===== config.mk =====
export PLATFORM = sky130hd
export DESIGN_NAME = rectangle_fill_bitplane_top
export DESIGN_NICKNAME = d
export VERILOG_FILES = /design/src/hdl/rfb_pkg.sv /design/src/hdl/rfb_span_gen.sv /design/src/hdl/rfb_rmw.sv /design/src/hdl/rectangle_fill_bitplane_top.sv
export SDC_FILE = /design/constraint.sdc
export NUM_CORES = 1
export LEC_CHECK = 0
export ABC_CLOCK_PERIOD_IN_PS = 6700
export BUFFER_PORTS_ARGS = -buffer_cell sky130_fd_sc_hd__buf_2
export CAP_MARGIN = 20
export CORE_MARGIN = 4
export CORE_UTILIZATION = 30
export CTS_BUF_LIST = sky130_fd_sc_hd__clkbuf_4 sky130_fd_sc_hd__clkbuf_8
export DETAILED_ROUTE_END_ITERATION = 10
export PLACE_DENSITY = 0.4
export SLEW_MARGIN = 40
export SYNTH_ARGS = -nofsm -noshare
export SYNTH_HDL_FRONTEND = slang
export SYNTH_SLANG_ARGS = --single-unit

===== constraint.sdc =====
create_clock -name clk_i -period 6.7 [get_ports clk_i]
set_input_delay 0.67 -clock clk_i [delete_from_list [all_inputs] [get_ports clk_i]]
set_output_delay 0.67 -clock clk_i [all_outputs]
set_load 0.01 [all_outputs]

===== src/hdl/rfb_pkg.sv =====
// ----------------------------------------------------------------------------
// rfb_pkg
// Shared constants, types and helpers for the rectangle fill framebuffer.
// ----------------------------------------------------------------------------
package rfb_pkg;

  localparam int MatrixShift = 3;
  localparam int MatrixSize  = 1 << MatrixShift;
  localparam int NumMatrices = 4;
  localparam int FrameLen    = NumMatrices * MatrixSize;
  localparam int AddrW       = $clog2(FrameLen);

  typedef logic [AddrW-1:0] addr_t;

  typedef enum logic {
    OpDraw = 1'b0,
    OpRead = 1'b1
  } op_e;

  // Draw command handed to the span sequencer
  typedef struct packed {
    logic signed [7:0] x;
    logic signed [7:0] y;
    logic signed [7:0] w;
    logic signed [7:0] h;
  } draw_cmd_t;

  // One span write request: OR mask into byte addr when vld and hit
  typedef struct packed {
    logic       vld;
    logic       hit;
    addr_t      addr;
    logic [7:0] mask;
  } span_req_t;

  // Quotient by the matrix size, truncated toward zero
  function automatic logic signed [15:0] sdiv_ms(input logic signed [15:0] v);
    logic [15:0] mag;
    logic [15:0] q;
    mag = v[15] ? 16'(-v) : 16'(v);
    q   = mag >> MatrixShift;
    return v[15] ? 16'(-q) : q;
  endfunction

  // Remainder by the matrix size, carrying the sign of the dividend
  function automatic logic signed [3:0] srem_ms(input logic signed [15:0] v);
    logic [15:0] mag;
    logic [3:0]  r;
    mag = v[15] ? 16'(-v) : 16'(v);
    r   = 4'(mag[MatrixShift-1:0]);
    return v[15] ? 4'(-r) : r;
  endfunction

endpackage


===== src/hdl/rfb_span_gen.sv =====
// ----------------------------------------------------------------------------
// rfb_span_gen
// Row and span sequencer: walks the rectangle one matrix byte per cycle and
// emits the byte index and run mask for each.
// ----------------------------------------------------------------------------
module rfb_span_gen (
  input  logic               clk_i,
  input  logic               rst_ni,
  input  logic               start_i,
  input  rfb_pkg::draw_cmd_t cmd_i,
  output rfb_pkg::span_req_t req_o,
  output logic               busy_o
);
  import rfb_pkg::*;

  typedef enum logic [1:0] {
    GenIdle,
    GenSetup,
    GenRun
  } state_e;

  state_e state_q;
  draw_cmd_t cmd_q;

  logic signed [7:0]  xt_q;
  logic signed [15:0] mt_q;
  logic signed [3:0]  ntp_q;
  logic [5:0]         spans_q;
  logic               up_q;
  logic signed [15:0] cursor_x_q;
  logic signed [7:0]  cursor_y_q;
  logic [7:0]         rows_left_q;
  logic [5:0]         spans_left_q;

  // setup arithmetic
  logic signed [7:0]  xt;
  logic signed [15:0] x16;
  logic signed [15:0] mdiff;
  logic [15:0]        amdiff;
  logic [5:0]         spans;
  logic [7:0]         rows;

  // per-span arithmetic
  logic signed [15:0] m;
  logic signed [3:0]  np;
  logic signed [15:0] np16;
  logic [15:0]        dfull;
  logic [7:0]         d;
  logic               hi;
  logic               d_min;
  logic [7:0]         amag;
  logic [3:0]         cap;
  logic [8:0]         base9;
  logic [7:0]         base;
  logic signed [3:0]  sel;
  logic [4:0]         s5;
  logic [15:0]        shl;
  logic [7:0]         mask;
  logic [18:0]        idx;
  logic signed [15:0] cursor_x_nx;

  assign xt     = 8'(cmd_q.x + cmd_q.w);
  assign x16    = {{8{cmd_q.x[7]}}, cmd_q.x};
  assign mdiff  = 16'(sdiv_ms({{8{xt[7]}}, xt}) - sdiv_ms(x16));
  assign amdiff = mdiff[15] ? 16'(-mdiff) : 16'(mdiff);
  assign spans  = amdiff[5:0] + 6'd1;
  assign rows   = cmd_q.h[7] ? 8'(-cmd_q.h) : 8'(cmd_q.h);

  always_comb begin
    m     = sdiv_ms(cursor_x_q);
    np    = srem_ms(cursor_x_q);
    np16  = {{12{np[3]}}, np};
    dfull = 16'({{8{xt_q[7]}}, xt_q} - cursor_x_q);
    d     = dfull[7:0];
    hi    = ~d[7];
    d_min = (d == 8'h80);
    amag  = d[7] ? 8'(-d) : d;
    cap   = (amag > 8'd8) ? 4'd8 : amag[3:0];
    base9 = (9'd1 << cap) - 9'd1;
    base  = d_min ? 8'h00 : base9[7:0];
    sel   = hi ? ntp_q : np;
    s5    = 5'd8 - {sel[3], sel};
    shl   = {8'h00, base} << s5[3:0];
    if (m == mt_q) begin
      mask = shl[7:0];
    end else if (np[3]) begin
      mask = 8'h00;
    end else begin
      mask = base >> np[2:0];
    end
    idx = 19'({m, 3'b000}) + {{11{cursor_y_q[7]}}, cursor_y_q};
    cursor_x_nx = hi ? 16'(cursor_x_q + 16'sd8 - np16)
                     : 16'(cursor_x_q - 16'sd1 - np16);
  end

  always_comb begin
    req_o.vld  = (state_q == GenRun);
    req_o.hit  = ~idx[18] && (idx[17:0] < 18'(FrameLen));
    req_o.addr = idx[AddrW-1:0];
    req_o.mask = mask;
  end

  assign busy_o = (state_q != GenIdle);

  always_ff @(posedge clk_i) begin
    if (start_i) begin
      cmd_q <= cmd_i;
    end
    if (state_q == GenSetup) begin
      xt_q    <= xt;
      mt_q    <= sdiv_ms({{8{xt[7]}}, xt});
      ntp_q   <= srem_ms({{8{xt[7]}}, xt});
      spans_q <= spans;
      up_q    <= ~cmd_q.h[7] && (cmd_q.h != 8'sd0);
    end
  end

  always_ff @(posedge clk_i or negedge rst_ni) begin
    if (!rst_ni) begin
      state_q      <= GenIdle;
      cursor_x_q   <= '0;
      cursor_y_q   <= '0;
      rows_left_q  <= '0;
      spans_left_q <= '0;
    end else begin
      unique case (state_q)
        GenIdle: begin
          if (start_i) begin
            state_q <= GenSetup;
          end
        end
        GenSetup: begin
          cursor_x_q   <= x16;
          cursor_y_q   <= cmd_q.y;
          rows_left_q  <= rows;
          spans_left_q <= spans;
          state_q      <= (rows == 8'd0) ? GenIdle : GenRun;
        end
        GenRun: begin
          if (spans_left_q == 6'd1) begin
            if (rows_left_q == 8'd1) begin
              // last span of last row: park cursors
              cursor_x_q   <= '0;
              cursor_y_q   <= '0;
              rows_left_q  <= '0;
              spans_left_q <= '0;
              state_q      <= GenIdle;
            end else begin
              rows_left_q  <= rows_left_q - 8'd1;
              cursor_y_q   <= up_q ? 8'(cursor_y_q + 8'sd1) : 8'(cursor_y_q - 8'sd1);
              cursor_x_q   <= {{8{cmd_q.x[7]}}, cmd_q.x};
              spans_left_q <= spans_q;
            end
          end else begin
            spans_left_q <= spans_left_q - 6'd1;
            cursor_x_q   <= cursor_x_nx;
          end
        end
        default: begin
          state_q <= GenIdle;
        end
      endcase
    end
  end

endmodule


===== src/hdl/rfb_rmw.sv =====
// ----------------------------------------------------------------------------
// rfb_rmw
// Framebuffer memory with registered reads, per-byte valid bits and a
// read-modify-write stage that ORs span masks in, forwarding back-to-back
// accesses to the same byte.
// ----------------------------------------------------------------------------
module rfb_rmw (
  input  logic               clk_i,
  input  logic               rst_ni,
  input  rfb_pkg::span_req_t span_i,
  input  logic               rd_vld_i,
  input  rfb_pkg::addr_t     rd_addr_i,
  output logic [7:0]         rd_data_o,
  output logic               busy_o
);
  import rfb_pkg::*;

  logic [7:0]          mem_q [FrameLen];
  logic [FrameLen-1:0] vld_q;
  logic [7:0]          rdata_q;
  logic                rvld_q;

  logic       b_vld_q;
  addr_t      b_addr_q;
  logic [7:0] b_mask_q;
  logic       b_fwd_q;
  logic [7:0] b_fwd_data_q;

  logic       rd_en;
  addr_t      rd_addr;
  logic       wr_en;
  logic [7:0] old_data;
  logic [7:0] wr_data;

  assign rd_en    = (span_i.vld && span_i.hit) || rd_vld_i;
  assign rd_addr  = rd_vld_i ? rd_addr_i : span_i.addr;
  assign wr_en    = b_vld_q;
  // take the byte being written last cycle over the stale memory word
  assign old_data = b_fwd_q ? b_fwd_data_q : (rvld_q ? rdata_q : 8'h00);
  assign wr_data  = old_data | b_mask_q;

  assign rd_data_o = rvld_q ? rdata_q : 8'h00;
  assign busy_o    = b_vld_q;

  always_ff @(posedge clk_i) begin
    if (wr_en) begin
      mem_q[b_addr_q] <= wr_data;
    end
    if (rd_en) begin
      rdata_q <= mem_q[rd_addr];
    end
    b_addr_q     <= span_i.addr;
    b_mask_q     <= span_i.mask;
    b_fwd_data_q <= wr_data;
  end

  always_ff @(posedge clk_i or negedge rst_ni) begin
    if (!rst_ni) begin
      vld_q   <= '0;
      rvld_q  <= 1'b0;
      b_vld_q <= 1'b0;
      b_fwd_q <= 1'b0;
    end else begin
      if (wr_en) begin
        vld_q[b_addr_q] <= 1'b1;
      end
      if (rd_en) begin
        rvld_q <= vld_q[rd_addr];
      end
      b_vld_q <= span_i.vld && span_i.hit;
      b_fwd_q <= wr_en && (b_addr_q == rd_addr);
    end
  end

endmodule


===== src/hdl/rectangle_fill_bitplane_top.sv =====
// ----------------------------------------------------------------------------
// rectangle_fill_bitplane_top
// Order: a read passes the registered memory read and StRead to StFinish;
//   a draw issues |rect_h| * spans writes, spans being the number
//   of matrix bytes one row of the rectangle touches (1 to 32).
// Throughput: one item at a time; the draw time is set by the single
//   framebuffer port, which takes one read-modify-write per cycle.
// Reset: clears the framebuffer valid bits (all bytes read as zero), the
//   sequencer and the handshake state; no clearing pass is needed.
// ----------------------------------------------------------------------------
module rectangle_fill_bitplane_top (
  input  logic              clk_i,
  input  logic              rst_ni,
  input  logic              in_valid_i,
  output logic              in_stall_o,
  input  logic              op_i,
  input  logic signed [7:0] pos_x_i,
  input  logic signed [7:0] pos_y_i,
  input  logic signed [7:0] rect_w_i,
  input  logic signed [7:0] rect_h_i,
  input  logic [4:0]        read_addr_i,
  output logic              out_valid_o,
  input  logic              out_stall_i,
  output logic [7:0]        read_data_o,
  output logic              done_res_o
);
  import rfb_pkg::*;

  typedef enum logic [1:0] {
    StIdle,
    StDraw,
    StRead,
    StFinish
  } state_e;

  state_e     state_q;
  logic [7:0] res_q;
  logic       out_vld_q;
  logic [7:0] out_data_q;
  logic       out_done_q;

  logic      accept;
  logic      rd_hit;
  logic      gen_start;
  logic      gen_busy;
  logic      rmw_busy;
  logic      rd_vld;
  logic      res_push;
  draw_cmd_t cmd;
  span_req_t span_req;
  logic [7:0] rd_data;

  // Take a new item only while idle; the output register holds the previous
  // result independently, so an unread result does not block acceptance.
  assign in_stall_o = (state_q != StIdle);
  assign accept     = in_valid_i && !in_stall_o;

  // Bytes past the end of the framebuffer read as zero without a memory access
  assign rd_hit    = 32'(read_addr_i) < 32'(FrameLen);
  assign gen_start = accept && (op_i == OpDraw);
  assign rd_vld    = accept && (op_i == OpRead) && rd_hit;

  // Present the finished item once the output register is free
  assign res_push = (state_q == StFinish) && (!out_vld_q || !out_stall_i);

  always_comb begin
    cmd.x = pos_x_i;
    cmd.y = pos_y_i;
    cmd.w = rect_w_i;
    cmd.h = rect_h_i;
  end

  rfb_span_gen u_span_gen (
    .clk_i   (clk_i),
    .rst_ni  (rst_ni),
    .start_i (gen_start),
    .cmd_i   (cmd),
    .req_o   (span_req),
    .busy_o  (gen_busy)
  );

  rfb_rmw u_rmw (
    .clk_i     (clk_i),
    .rst_ni    (rst_ni),
    .span_i    (span_req),
    .rd_vld_i  (rd_vld),
    .rd_addr_i (AddrW'(read_addr_i)),
    .rd_data_o (rd_data),
    .busy_o    (rmw_busy)
  );

  assign out_valid_o = out_vld_q;
  assign read_data_o = out_data_q;
  assign done_res_o  = out_done_q;

  always_ff @(posedge clk_i or negedge rst_ni) begin
    if (!rst_ni) begin
      state_q    <= StIdle;
      res_q      <= '0;
      out_vld_q  <= 1'b0;
      out_data_q <= '0;
      out_done_q <= 1'b0;
    end else begin
      // load a finished result, or drop the held one once the consumer takes it
      if (res_push) begin
        out_vld_q <= 1'b1;
      end else if (!out_stall_i) begin
        out_vld_q <= 1'b0;
      end
      unique case (state_q)
        StIdle: begin
          if (accept) begin
            res_q <= 8'h00;
            if (op_i == OpDraw) begin
              state_q <= StDraw;
            end else if (rd_hit) begin
              state_q <= StRead;
            end else begin
              state_q <= StFinish;
            end
          end
        end
        StDraw: begin
          // wait for the last span to issue and its write to retire
          if (!gen_busy && !rmw_busy) begin
            state_q <= StFinish;
          end
        end
        StRead: begin
          res_q   <= rd_data;
          state_q <= StFinish;
        end
        StFinish: begin
          // hold until the output register is free
          if (res_push) begin
            out_data_q <= res_q;
            out_done_q <= 1'b1;
            state_q    <= StIdle;
          end
        end
        default: begin
          state_q <= StIdle;
        end
      endcase
    end
  end

endmodule


==> flow_summary.toml, run 1 <==
[timing]
slew_headroom_pct = 43.8
final_hold_viol_count = 0
fmax_mhz = 162
post-route-period-util_pct = 92.1
fin_setup_tns_ps = 0
setup_violations = 0
finClkSkew_ps = 37.6
tightest_slew_ps = 841
drv_slew = 0
rsz0062_at_grt = "no"
finalCriticalPeriod_ps = 6170
setup_ws_ps = 531

[global_route]
grt_pass1_wl_um = 112000
grt_pass1_vias = 18200
track_usage_pct = 16.6
globalRoute.totalOverflow = 0
antenna_found_initial = 2
grt_max_degree = 74

[die]
die_x_um = 297
start_util_pct = 30.3
die_area_mm2 = 0.0880
die_h_um = 297
ios = 53
core_mm2 = 0.0824
num_rows = 105

[finish]
layout_common_cells = "edfxtp_1 (329), nand2_1 (211), nor2_1 (136), o21ai_0 (107), a21oi_1 (102)"
syn2layout_area_growth_pct = 14.3
nNetsFinal = 2436
layout_commonest_cell = "edfxtp_1"
layout-drive-gt1-share_pct = 19.3

[clock_tree]
clk_latency_ps = 680
cts_hold_buf = 0
clk_path_buf_depth = 3
h-tree-depth = 3
cts_tree = "yes"
cts_resized = 0
clkSlewWorstSetupHoldPaths_ps = 60
cts_setup_buffers = 0
cts_root_buf = "clkbuf_8"
cts.sinks = 445
numCtsBuffers = 85

[synthesis]
async_reset_ff_share_pct = 21.3
syn_area_mm2 = 0.0250
synth_seq_area_share_pct = 50.7
ys_types = 98
postSynthCellCount = 2191
ys_ff_latch = 445
yosys_warnings = 0
syn_area_per_cell_um2 = 11.4
synth_nets = 2351
synth_ff_type = "edfxtp_1"
synth_edf_count = 329

[placement]
gp_congestion = 0.814
preCtsSetupSlack_ps = 441
dp_hpwl_um = 48800
port_buffers = 52

[outcome]
status = "finished clean"

[setup_path]
arrival_ps = 6720
critPathKind = "flop to flop"
startpoint = "u_span_gen.cursor_x_q[1]"
critPathLaunchType = "flop"
crit_required_ps = 7250
reg2reg_from = "u_span_gen.cursor_x_q[1]"
crit_fanout = 9
endpoint_kind = "flop"

[routing]
totalWireLength_um = 72100
viasPerCell = 5.24
ant_nets = 0
num_vias = 17922
dr.pass1.iters = 5
drc = 0
wl_per_cell_um = 21.1
drtIter0Drc = 1109

[hold_path]
min_path_type = "input port to asynchronous set/reset pin"

[flow_run]
maxCapViolCount = 0
==> cells in the mapped netlist (8+ instances only) <==
library cell | n | area (µm²)
nor3_1 | 53 | 265
xor2_1 | 50 | 438
nand4_1 | 17 | 106
a21oi_1 | 102 | 510
dfxtp_1 | 21 | 420
nand2b_1 | 15 | 93.8
mux2i_1 | 26 | 260
inv_1 | 96 | 360
o21ai_0 | 107 | 536
o31ai_1 | 8 | 60.1
or3_1 | 18 | 113
a31oi_1 | 38 | 238
buf_1 | 13 | 48.8
or4_1 | 9 | 67.6
nor4_1 | 14 | 87.6
mux2_2 | 14 | 158
a221oi_1 | 13 | 114
nand3b_1 | 10 | 75.1
nor2b_1 | 22 | 138
fa_1 | 18 | 360
clkbuf_1 | 77 | 289
or2_2 | 40 | 250
edfxtp_1 | 329 | 9880
a32oi_1 | 13 | 114
dfrtp_1 | 95 | 2380
mux4_2 | 73 | 1640
nor3b_1 | 8 | 60.1
a21o_1 | 22 | 165
o22ai_1 | 9 | 56.3
nand3_1 | 70 | 350
nand2_1 | 212 | 796
ha_1 | 100 | 1250
o2111ai_1 | 8 | 70.1
nor2_1 | 168 | 631
a211o_1 | 13 | 114
xnor2_1 | 76 | 666
a211oi_1 | 20 | 150
o211ai_1 | 26 | 195
o21a_1 | 9 | 67.6
==> worst max-delay path, cell delays in order, from the launching register on <==
cell and delay, ps:
dfrtp_1 520, inv_1 120, ha_1 220, nor3b_2 170
nor2_1 120, xnor2_1 150, ha_1 190, or4b_2 600
o21ai_1 240, or2_2 250, o2111ai_1 220, xor2_1 280
nand2_1 100, xnor2_1 160, ha_1 350, a21o_1 190
a21oi_1 120, o21ai_0 160, xor2_1 180, or4_1 400
or3_1 320, nor3_1 280, a21bo_2 360, mux2_2 370
==> metal layers <==
layer,GRT usage [%],vias up,share of wire [%]
met2,25.1,419,43
met3,2.86,93,4.7
met4,4.08,0,2.0
met5,0,-,0
li1,-,8466,-
met1,24.7,8944,50
==> final cells by class <==
class,count,area [µm²]
clock buffers,127,1550
multi-input cells,1547,11700
diodes,1,2.50
flip-flops and latches,445,12700
repair buffers,95,614
inverters,102,383
well taps,1070,1340
clock inverters,32,250
fillers,8133,53800
==> flip-flops by register name (all words and copies together), names as in the netlist, 4 cells and up <==
signal                   cells
u_rmw.rdata_q                8
u_span_gen.rows_left_q       8
u_span_gen.ntp_q             4
u_span_gen.spans_left_q      6
u_span_gen.cmd_q            32
u_span_gen.xt_q              6
u_rmw.b_addr_q               5
res_q                        8
u_span_gen.cursor_y_q        8
u_span_gen.cursor_x_q       16
u_span_gen.mt_q             16
u_rmw.b_fwd_data_q           8
read_data_o                  8
u_rmw.vld_q                 32
u_rmw.mem_q                256
u_rmw.b_mask_q               8
u_span_gen.spans_q           6
==> per-stage QoR <==
stage	utilization, %	area, µm²	std cells	hold slack, ps
floorplan	-	25000	2191	374
global placement	32.3	26600	3259	446
detailed placement	32.4	26700	3259	449
CTS	34.6	28500	3418	6.93
global route	34.7	28600	3419	43.0
finish	34.7	28600	3419	31.9
==> kinds of logic (layout without fill, tap and decap cells) <==
family | count (synthesis) | count (layout) | share of synthesized area (%)
AOI/OAI and AO/OA | 490 | 490 | 13.4
xor gates and xnor gates | 127 | 127 | 4.51
adders and majority gates | 118 | 118 | 6.45
buffers and inverters | 199 | 356 | 3.10
DFF | 445 | 445 | 50.7
muxes | 113 | 113 | 8.25
other | 0 | 1 | 0
and+or+nand+nor | 699 | 699 | 13.6
==> path summary, 6_finish.rpt <==
path,to,slack [ps],cells past startpoint
max,u_rmw.rvld_q,530,23
min,u_rmw.vld_q[28],30,1
max reg2reg,u_rmw.rvld_q,530,23
min reg2reg,done_res_o,460,1
max in group asynchronous,u_rmw.rvld_q,5620,2
min in group clk_i,u_span_gen.cmd_q[9],170,1
Power of run 1 is left out: the tool's default activity adds up to more than one toggle a clock period on the data nets, which glitch-free logic cannot reach.
==> run 2, diff against run 1 <==
--- a/config.mk
+++ b/config.mk
@@ -5,7 +5,7 @@
 export SDC_FILE = /design/constraint.sdc
 export NUM_CORES = 1
 export LEC_CHECK = 0
-export ABC_CLOCK_PERIOD_IN_PS = 6700
+export ABC_CLOCK_PERIOD_IN_PS = 5800
 export BUFFER_PORTS_ARGS = -buffer_cell sky130_fd_sc_hd__buf_2
 export CAP_MARGIN = 20
 export CORE_MARGIN = 4
==> constraint.sdc (replaced) <==
create_clock -name clk_i -period 5.8 [get_ports clk_i]
set_input_delay 0.58 -clock clk_i [delete_from_list [all_inputs] [get_ports clk_i]]
set_output_delay 0.58 -clock clk_i [all_outputs]
set_load 0.01 [all_outputs]
==> flow_summary.toml, run 2 (same netlist as run 1, synthesis figures left out) <==
[finish]
seq_area_mm2 = 0.0127
postLayoutCoreUtil_pct = 35.4
nNetsFinal = 2500
layout-drive-gt1-share_pct = 21.7
syn2layout_area_growth_pct = 16.7
top_register = "u_rmw.mem_q"
largestRegisters = "u_rmw.mem_q x256, u_rmw.vld_q x32, u_span_gen.cmd_q x32"
layout_commonest_cell = "edfxtp_1"
layout_common_cells = "edfxtp_1 (329), nand2_1 (212), nor2_1 (136), o21ai_0 (104), a21oi_1 (101)"
fill_cells = 8098
final_area_mm2 = 0.0292
largest_reg_flops = 256
instances_no_fill = 3483
multi_input_comb_area_mm2 = 0.0118

[global_route]
grt_pass1_wl_um = 112000
antenna_found_initial = 2
grt_pass1_vias = 18319
grt_max_degree = 74
globalRoute.totalOverflow = 0
track_usage_pct = 16.6

[setup_path]
crit_required_ps = 6350
critPathKind = "flop to flop"
crit_chain = "or3_1 -> nand2_1 -> xnor2_1 -> ha_2 -> or4b_2 -> o21ai_2 -> or2_4 -> mux2i_2 -> nand2_1 -> xnor2_2 -> ha_1 -> inv_1 -> a21oi_1 -> o41ai_2 -> o21ai_2 -> buf_4 -> a21o_1 -> a21oi_1 -> mux2_2 -> nor3_4 -> a21bo_2 -> mux2_2"
critPathBufInv = 2
slowest_delay_ps = 600
endpoint_kind = "flop"
crit_fanout = 5
slowest_stage = "or4b_2"
cp_top_family = "simple AND/OR/NAND/NOR gates"
critPathLaunchType = "flop"
arrival_ps = 6050

[timing]
finClkSkew_ps = 40.1
final_hold_viol_count = 0
finalCriticalPeriod_ps = 5510
fmax_mhz = 182
post-route-period-util_pct = 94.9
tightest_slew_ps = 809
drv_slew = 0
slew_headroom_pct = 45.7
setup_violations = 0

[routing]
drc = 0
dr.pass1.iters = 5
num_vias = 18232
totalWireLength_um = 73100
wl_per_cell_um = 21.0
drtIter0Drc = 1417
ant_nets = 0
viasPerCell = 5.23

[clock_tree]
h-tree-depth = 3
cts_tree = "yes"
cts_root_buf = "clkbuf_8"
numCtsBuffers = 84
clk_path_buf_depth = 3
cts.sinks = 445
clk_latency_ps = 690
clkSlewWorstSetupHoldPaths_ps = 50

[die]
die_x_um = 297
start_util_pct = 30.3
ios = 53
core_mm2 = 0.0824
num_rows = 105
die_h_um = 297
die_area_mm2 = 0.0880

[placement]
placedInstanceArea_mm2 = 0.0271
dp_hpwl_um = 50300
dpl.cell_count = 3307
gp_congestion = 0.831
port_buffers = 52

[outcome]
status = "finished clean"

[hold_path]
min_path_type = "input port to flop"

[flow_run]
maxCapViolCount = 0
-- run 2: changes by cell type in the layout (fill, tap and decap cells not counted), sizes merged --
cell         change
buf             +54
dlygate4sd3     +11
clkinv           -3
bufinv           -1
clkbuf           +3
-- run 2: repair_timing --
action,CTS,global route
hold endpoints to repair,66,0
gates resized for setup,0,24
setup buffers,0,6
setup endpoints to repair,0,12
hold buffers,11,0
-- run 2: final timing paths --
kind | start | end | slack (ps) | cells past startpoint
worst max register to register | u_span_gen.cursor_x_q[1] | u_rmw.rvld_q | 290 | 22
worst max-delay path | u_span_gen.cursor_x_q[1] | u_rmw.rvld_q | 290 | 22
max in group asynchronous | rst_ni | u_span_gen.cursor_x_q[1] | 4210 | 3
worst min-delay path | rect_h_i[4] | u_span_gen.cmd_q[4] | 80 | 1
worst min register to register | u_rmw.vld_q[8] | u_rmw.vld_q[8] | 460 | 1
min in group asynchronous | rst_ni | u_rmw.vld_q[17] | 460 | 2
-- run 2: layout make-up --
| cell class | count | area share (%) |
|---|---|---|
| Sequential cell | 445 | 43.5 |
| Multi-Input combinational cell | 1547 | 40.6 |
| Clock buffer | 130 | 5.43 |
| Tap cell | 1070 | 4.59 |
| Timing Repair Buffer | 160 | 3.92 |
| Inverter | 102 | 1.31 |
| Clock inverter | 28 | 0.712 |
| Antenna cell | 1 | 0.00858 |
-- run 2: per-layer routing --
metal  wire length, µm  global-route usage (%)  vias to the layer above
met5                 0                       0                        -
met3              3630                    3.30                       91
met2             31300                    24.5                      420
li1                  -                       -                     8591
met4              1300                    3.92                        0
met1             36900                    25.0                     9130
-- run 2: worst register-to-register path, cell delays in order (launching register included) --
cell	delay, ps
dfrtp_2	430
or3_1	410
nand2_1	110
xnor2_1	150
ha_2	220
or4b_2	600
o21ai_2	200
or2_4	180
mux2i_2	230
nand2_1	130
xnor2_2	160
ha_1	290
inv_1	70
a21oi_1	70
o41ai_2	440
o21ai_2	110
buf_4	140
a21o_1	180
a21oi_1	150
mux2_2	380
nor3_4	180
a21bo_2	210
mux2_2	340
-- run 2: stage by stage --
step / setup slack [ps] / setup TNS, ps / hold WS (ps)
6_report: 295 / 0 / 82.0
5_1_grt: -37.6 / -37.6 / 19.4
4_1_cts: 121 / 0 / 0.750
3_5_place_dp: 184 / 0 / 448
3_3_place_gp: 204 / 0 / 445
2_1_floorplan: 9.86 / 0 / 284
Power of run 2 is left out for the same reason.
==> run 3, diff against run 2 <==
--- a/config.mk
+++ b/config.mk
@@ -12,7 +12,6 @@
 export CORE_UTILIZATION = 30
 export CTS_BUF_LIST = sky130_fd_sc_hd__clkbuf_4 sky130_fd_sc_hd__clkbuf_8
 export DETAILED_ROUTE_END_ITERATION = 10
-export PLACE_DENSITY = 0.4
 export SLEW_MARGIN = 40
 export SYNTH_ARGS = -nofsm -noshare
 export SYNTH_HDL_FRONTEND = slang
==> flow_summary.toml, run 3 (same netlist as run 1, synthesis figures left out) <==
[placement]
gp_congestion = 0.898
placedInstanceArea_mm2 = 0.0270
dp_hpwl_um = 46700
port_buffers = 52
dpl.cell_count = 3297

[setup_path]
worstReg2RegEnd = "u_rmw.rvld_q"
reg2reg_depth = 21
endpoint_kind = "flop"
arrival_ps = 6060
crit_fanout = 6
reg2reg_from = "u_span_gen.cursor_x_q[2]"
r2r_slack_ps = 280
startpoint = "u_span_gen.cursor_x_q[2]"
critPathLaunchType = "flop"
critPathKind = "flop to flop"
crit_required_ps = 6330
crit_path_end = "u_rmw.rvld_q"

[global_route]
grt_pass1_wl_um = 104000
grt_max_degree = 58
grt_pass1_vias = 18523
globalRoute.totalOverflow = 0
track_usage_pct = 15.0
antenna_found_initial = 3

[clock_tree]
cts_tree = "yes"
clk_path_buf_depth = 3
h-tree-depth = 3
cts.sinks = 445
clkSlewWorstSetupHoldPaths_ps = 60
numCtsBuffers = 78
clk_latency_ps = 670
cts_root_buf = "clkbuf_8"

[outcome]
status = "finished clean"

[routing]
drc = 0
wl_per_cell_um = 19.3
totalWireLength_um = 66600
ant_nets = 0
dr.pass1.iters = 5
drtIter0Drc = 1341
viasPerCell = 5.33
num_vias = 18445

[finish]
final_area_mm2 = 0.0290
largest_reg_flops = 256
syn2layout_area_growth_pct = 16.1
layout_commonest_cell = "edfxtp_1"
largestRegisters = "u_rmw.mem_q x256, u_rmw.vld_q x32, u_span_gen.cmd_q x32"
nNetsFinal = 2481
instances_no_fill = 3459
layout_common_cells = "edfxtp_1 (329), nand2_1 (211), nor2_1 (134), o21ai_0 (103), a21oi_1 (101)"
top_register = "u_rmw.mem_q"
layout-drive-gt1-share_pct = 21.5

[timing]
finClkSkew_ps = 37.5
finalCriticalPeriod_ps = 5520
drv_slew = 0
setup_violations = 0
slew_headroom_pct = 42.6
tightest_slew_ps = 861
post-route-period-util_pct = 95.2
rsz0062_at_grt = "yes"
final_hold_viol_count = 0
fmax_mhz = 181

[hold_path]
min_path_type = "input port to flop"

[die]
ios = 53
die_x_um = 297
core_mm2 = 0.0824
die_h_um = 297
num_rows = 105
start_util_pct = 30.3
die_area_mm2 = 0.0880

[flow_run]
maxCapViolCount = 0
run 3: cell count changes in the layout (fill, tap and decap cells not counted), moves of 6 or more:
cell,previous run,this run
clkbuf_8,97,90
buf_6,1,7
clkbuf_4,33,18
buf_4,94,84
clkinv_1,13,20
dlygate4sd3_1,11,1
run 3: how the worst min path moves through the flow:
stage	start	end	slack, ps	cells after the start
after floorplan	rst_ni	done_res_o	280	0
after global placement	u_rmw.vld_q[14]	u_rmw.vld_q[14]	440	1
after detailed placement	u_rmw.vld_q[12]	u_rmw.vld_q[12]	450	1
after CTS	pos_y_i[6]	u_span_gen.cmd_q[22]	10	1
after global routing	pos_x_i[0]	u_span_gen.cmd_q[24]	30	1
final	pos_y_i[6]	u_span_gen.cmd_q[22]	80	1
run 3: layout make-up:
| type | count | area, µm² |
|---|---|---|
| multi-input combinational | 1547 | 11900 |
| clock buffer | 108 | 1370 |
| timing repair buffer | 147 | 1050 |
| inverter | 102 | 383 |
| clock inverter | 37 | 302 |
| fill | 7988 | 53300 |
| antenna | 3 | 7.51 |
| sequential | 445 | 12700 |
| tap | 1070 | 1340 |
run 3: layer usage:
layer	global-route usage, %	vias up	share of wire [%]
li1	-	8547	-
met1	20.5	9166	45
met2	24.0	605	46
met3	2.99	127	6.1
met4	4.99	0	2.7
met5	0	-	0
run 3: per-stage QoR:
step                utilization, %  TNS (ps)  hold slack, ps  setup WS [ps]
finish                        35.2         0            83.4            276
global route                  35.2     -35.1            32.3          -31.5
CTS                           34.9         0            9.62           53.4
detailed placement            32.8     -94.8             447          -94.8
global placement              32.6         0             445            244
floorplan                        -         0             284           9.86
run 3: critical path, cell delays in order (launching register included):
cell	delay (ps)
dfrtp_1	410
or3_1	420
nand2_1	110
xnor2_1	150
ha_2	220
or4b_2	600
o21ai_2	180
or2_4	190
mux2i_2	250
nand2_1	120
xnor2_2	170
ha_1	300
inv_1	70
a21oi_1	70
o41ai_2	460
o21ai_2	120
xor2_1	150
or4_1	390
or3_4	350
nor3_4	130
a21bo_2	210
mux2_2	340
run 3: repair_timing:
item	4_1_cts	5_1_grt
resized for setup	4	40
endpoints found under the hold margin	38	0
hold buffers	1	0
pin swaps	0	22
setup buffers	0	12
setup endpoints to repair	1	14
Power of run 3 is left out for the same reason.
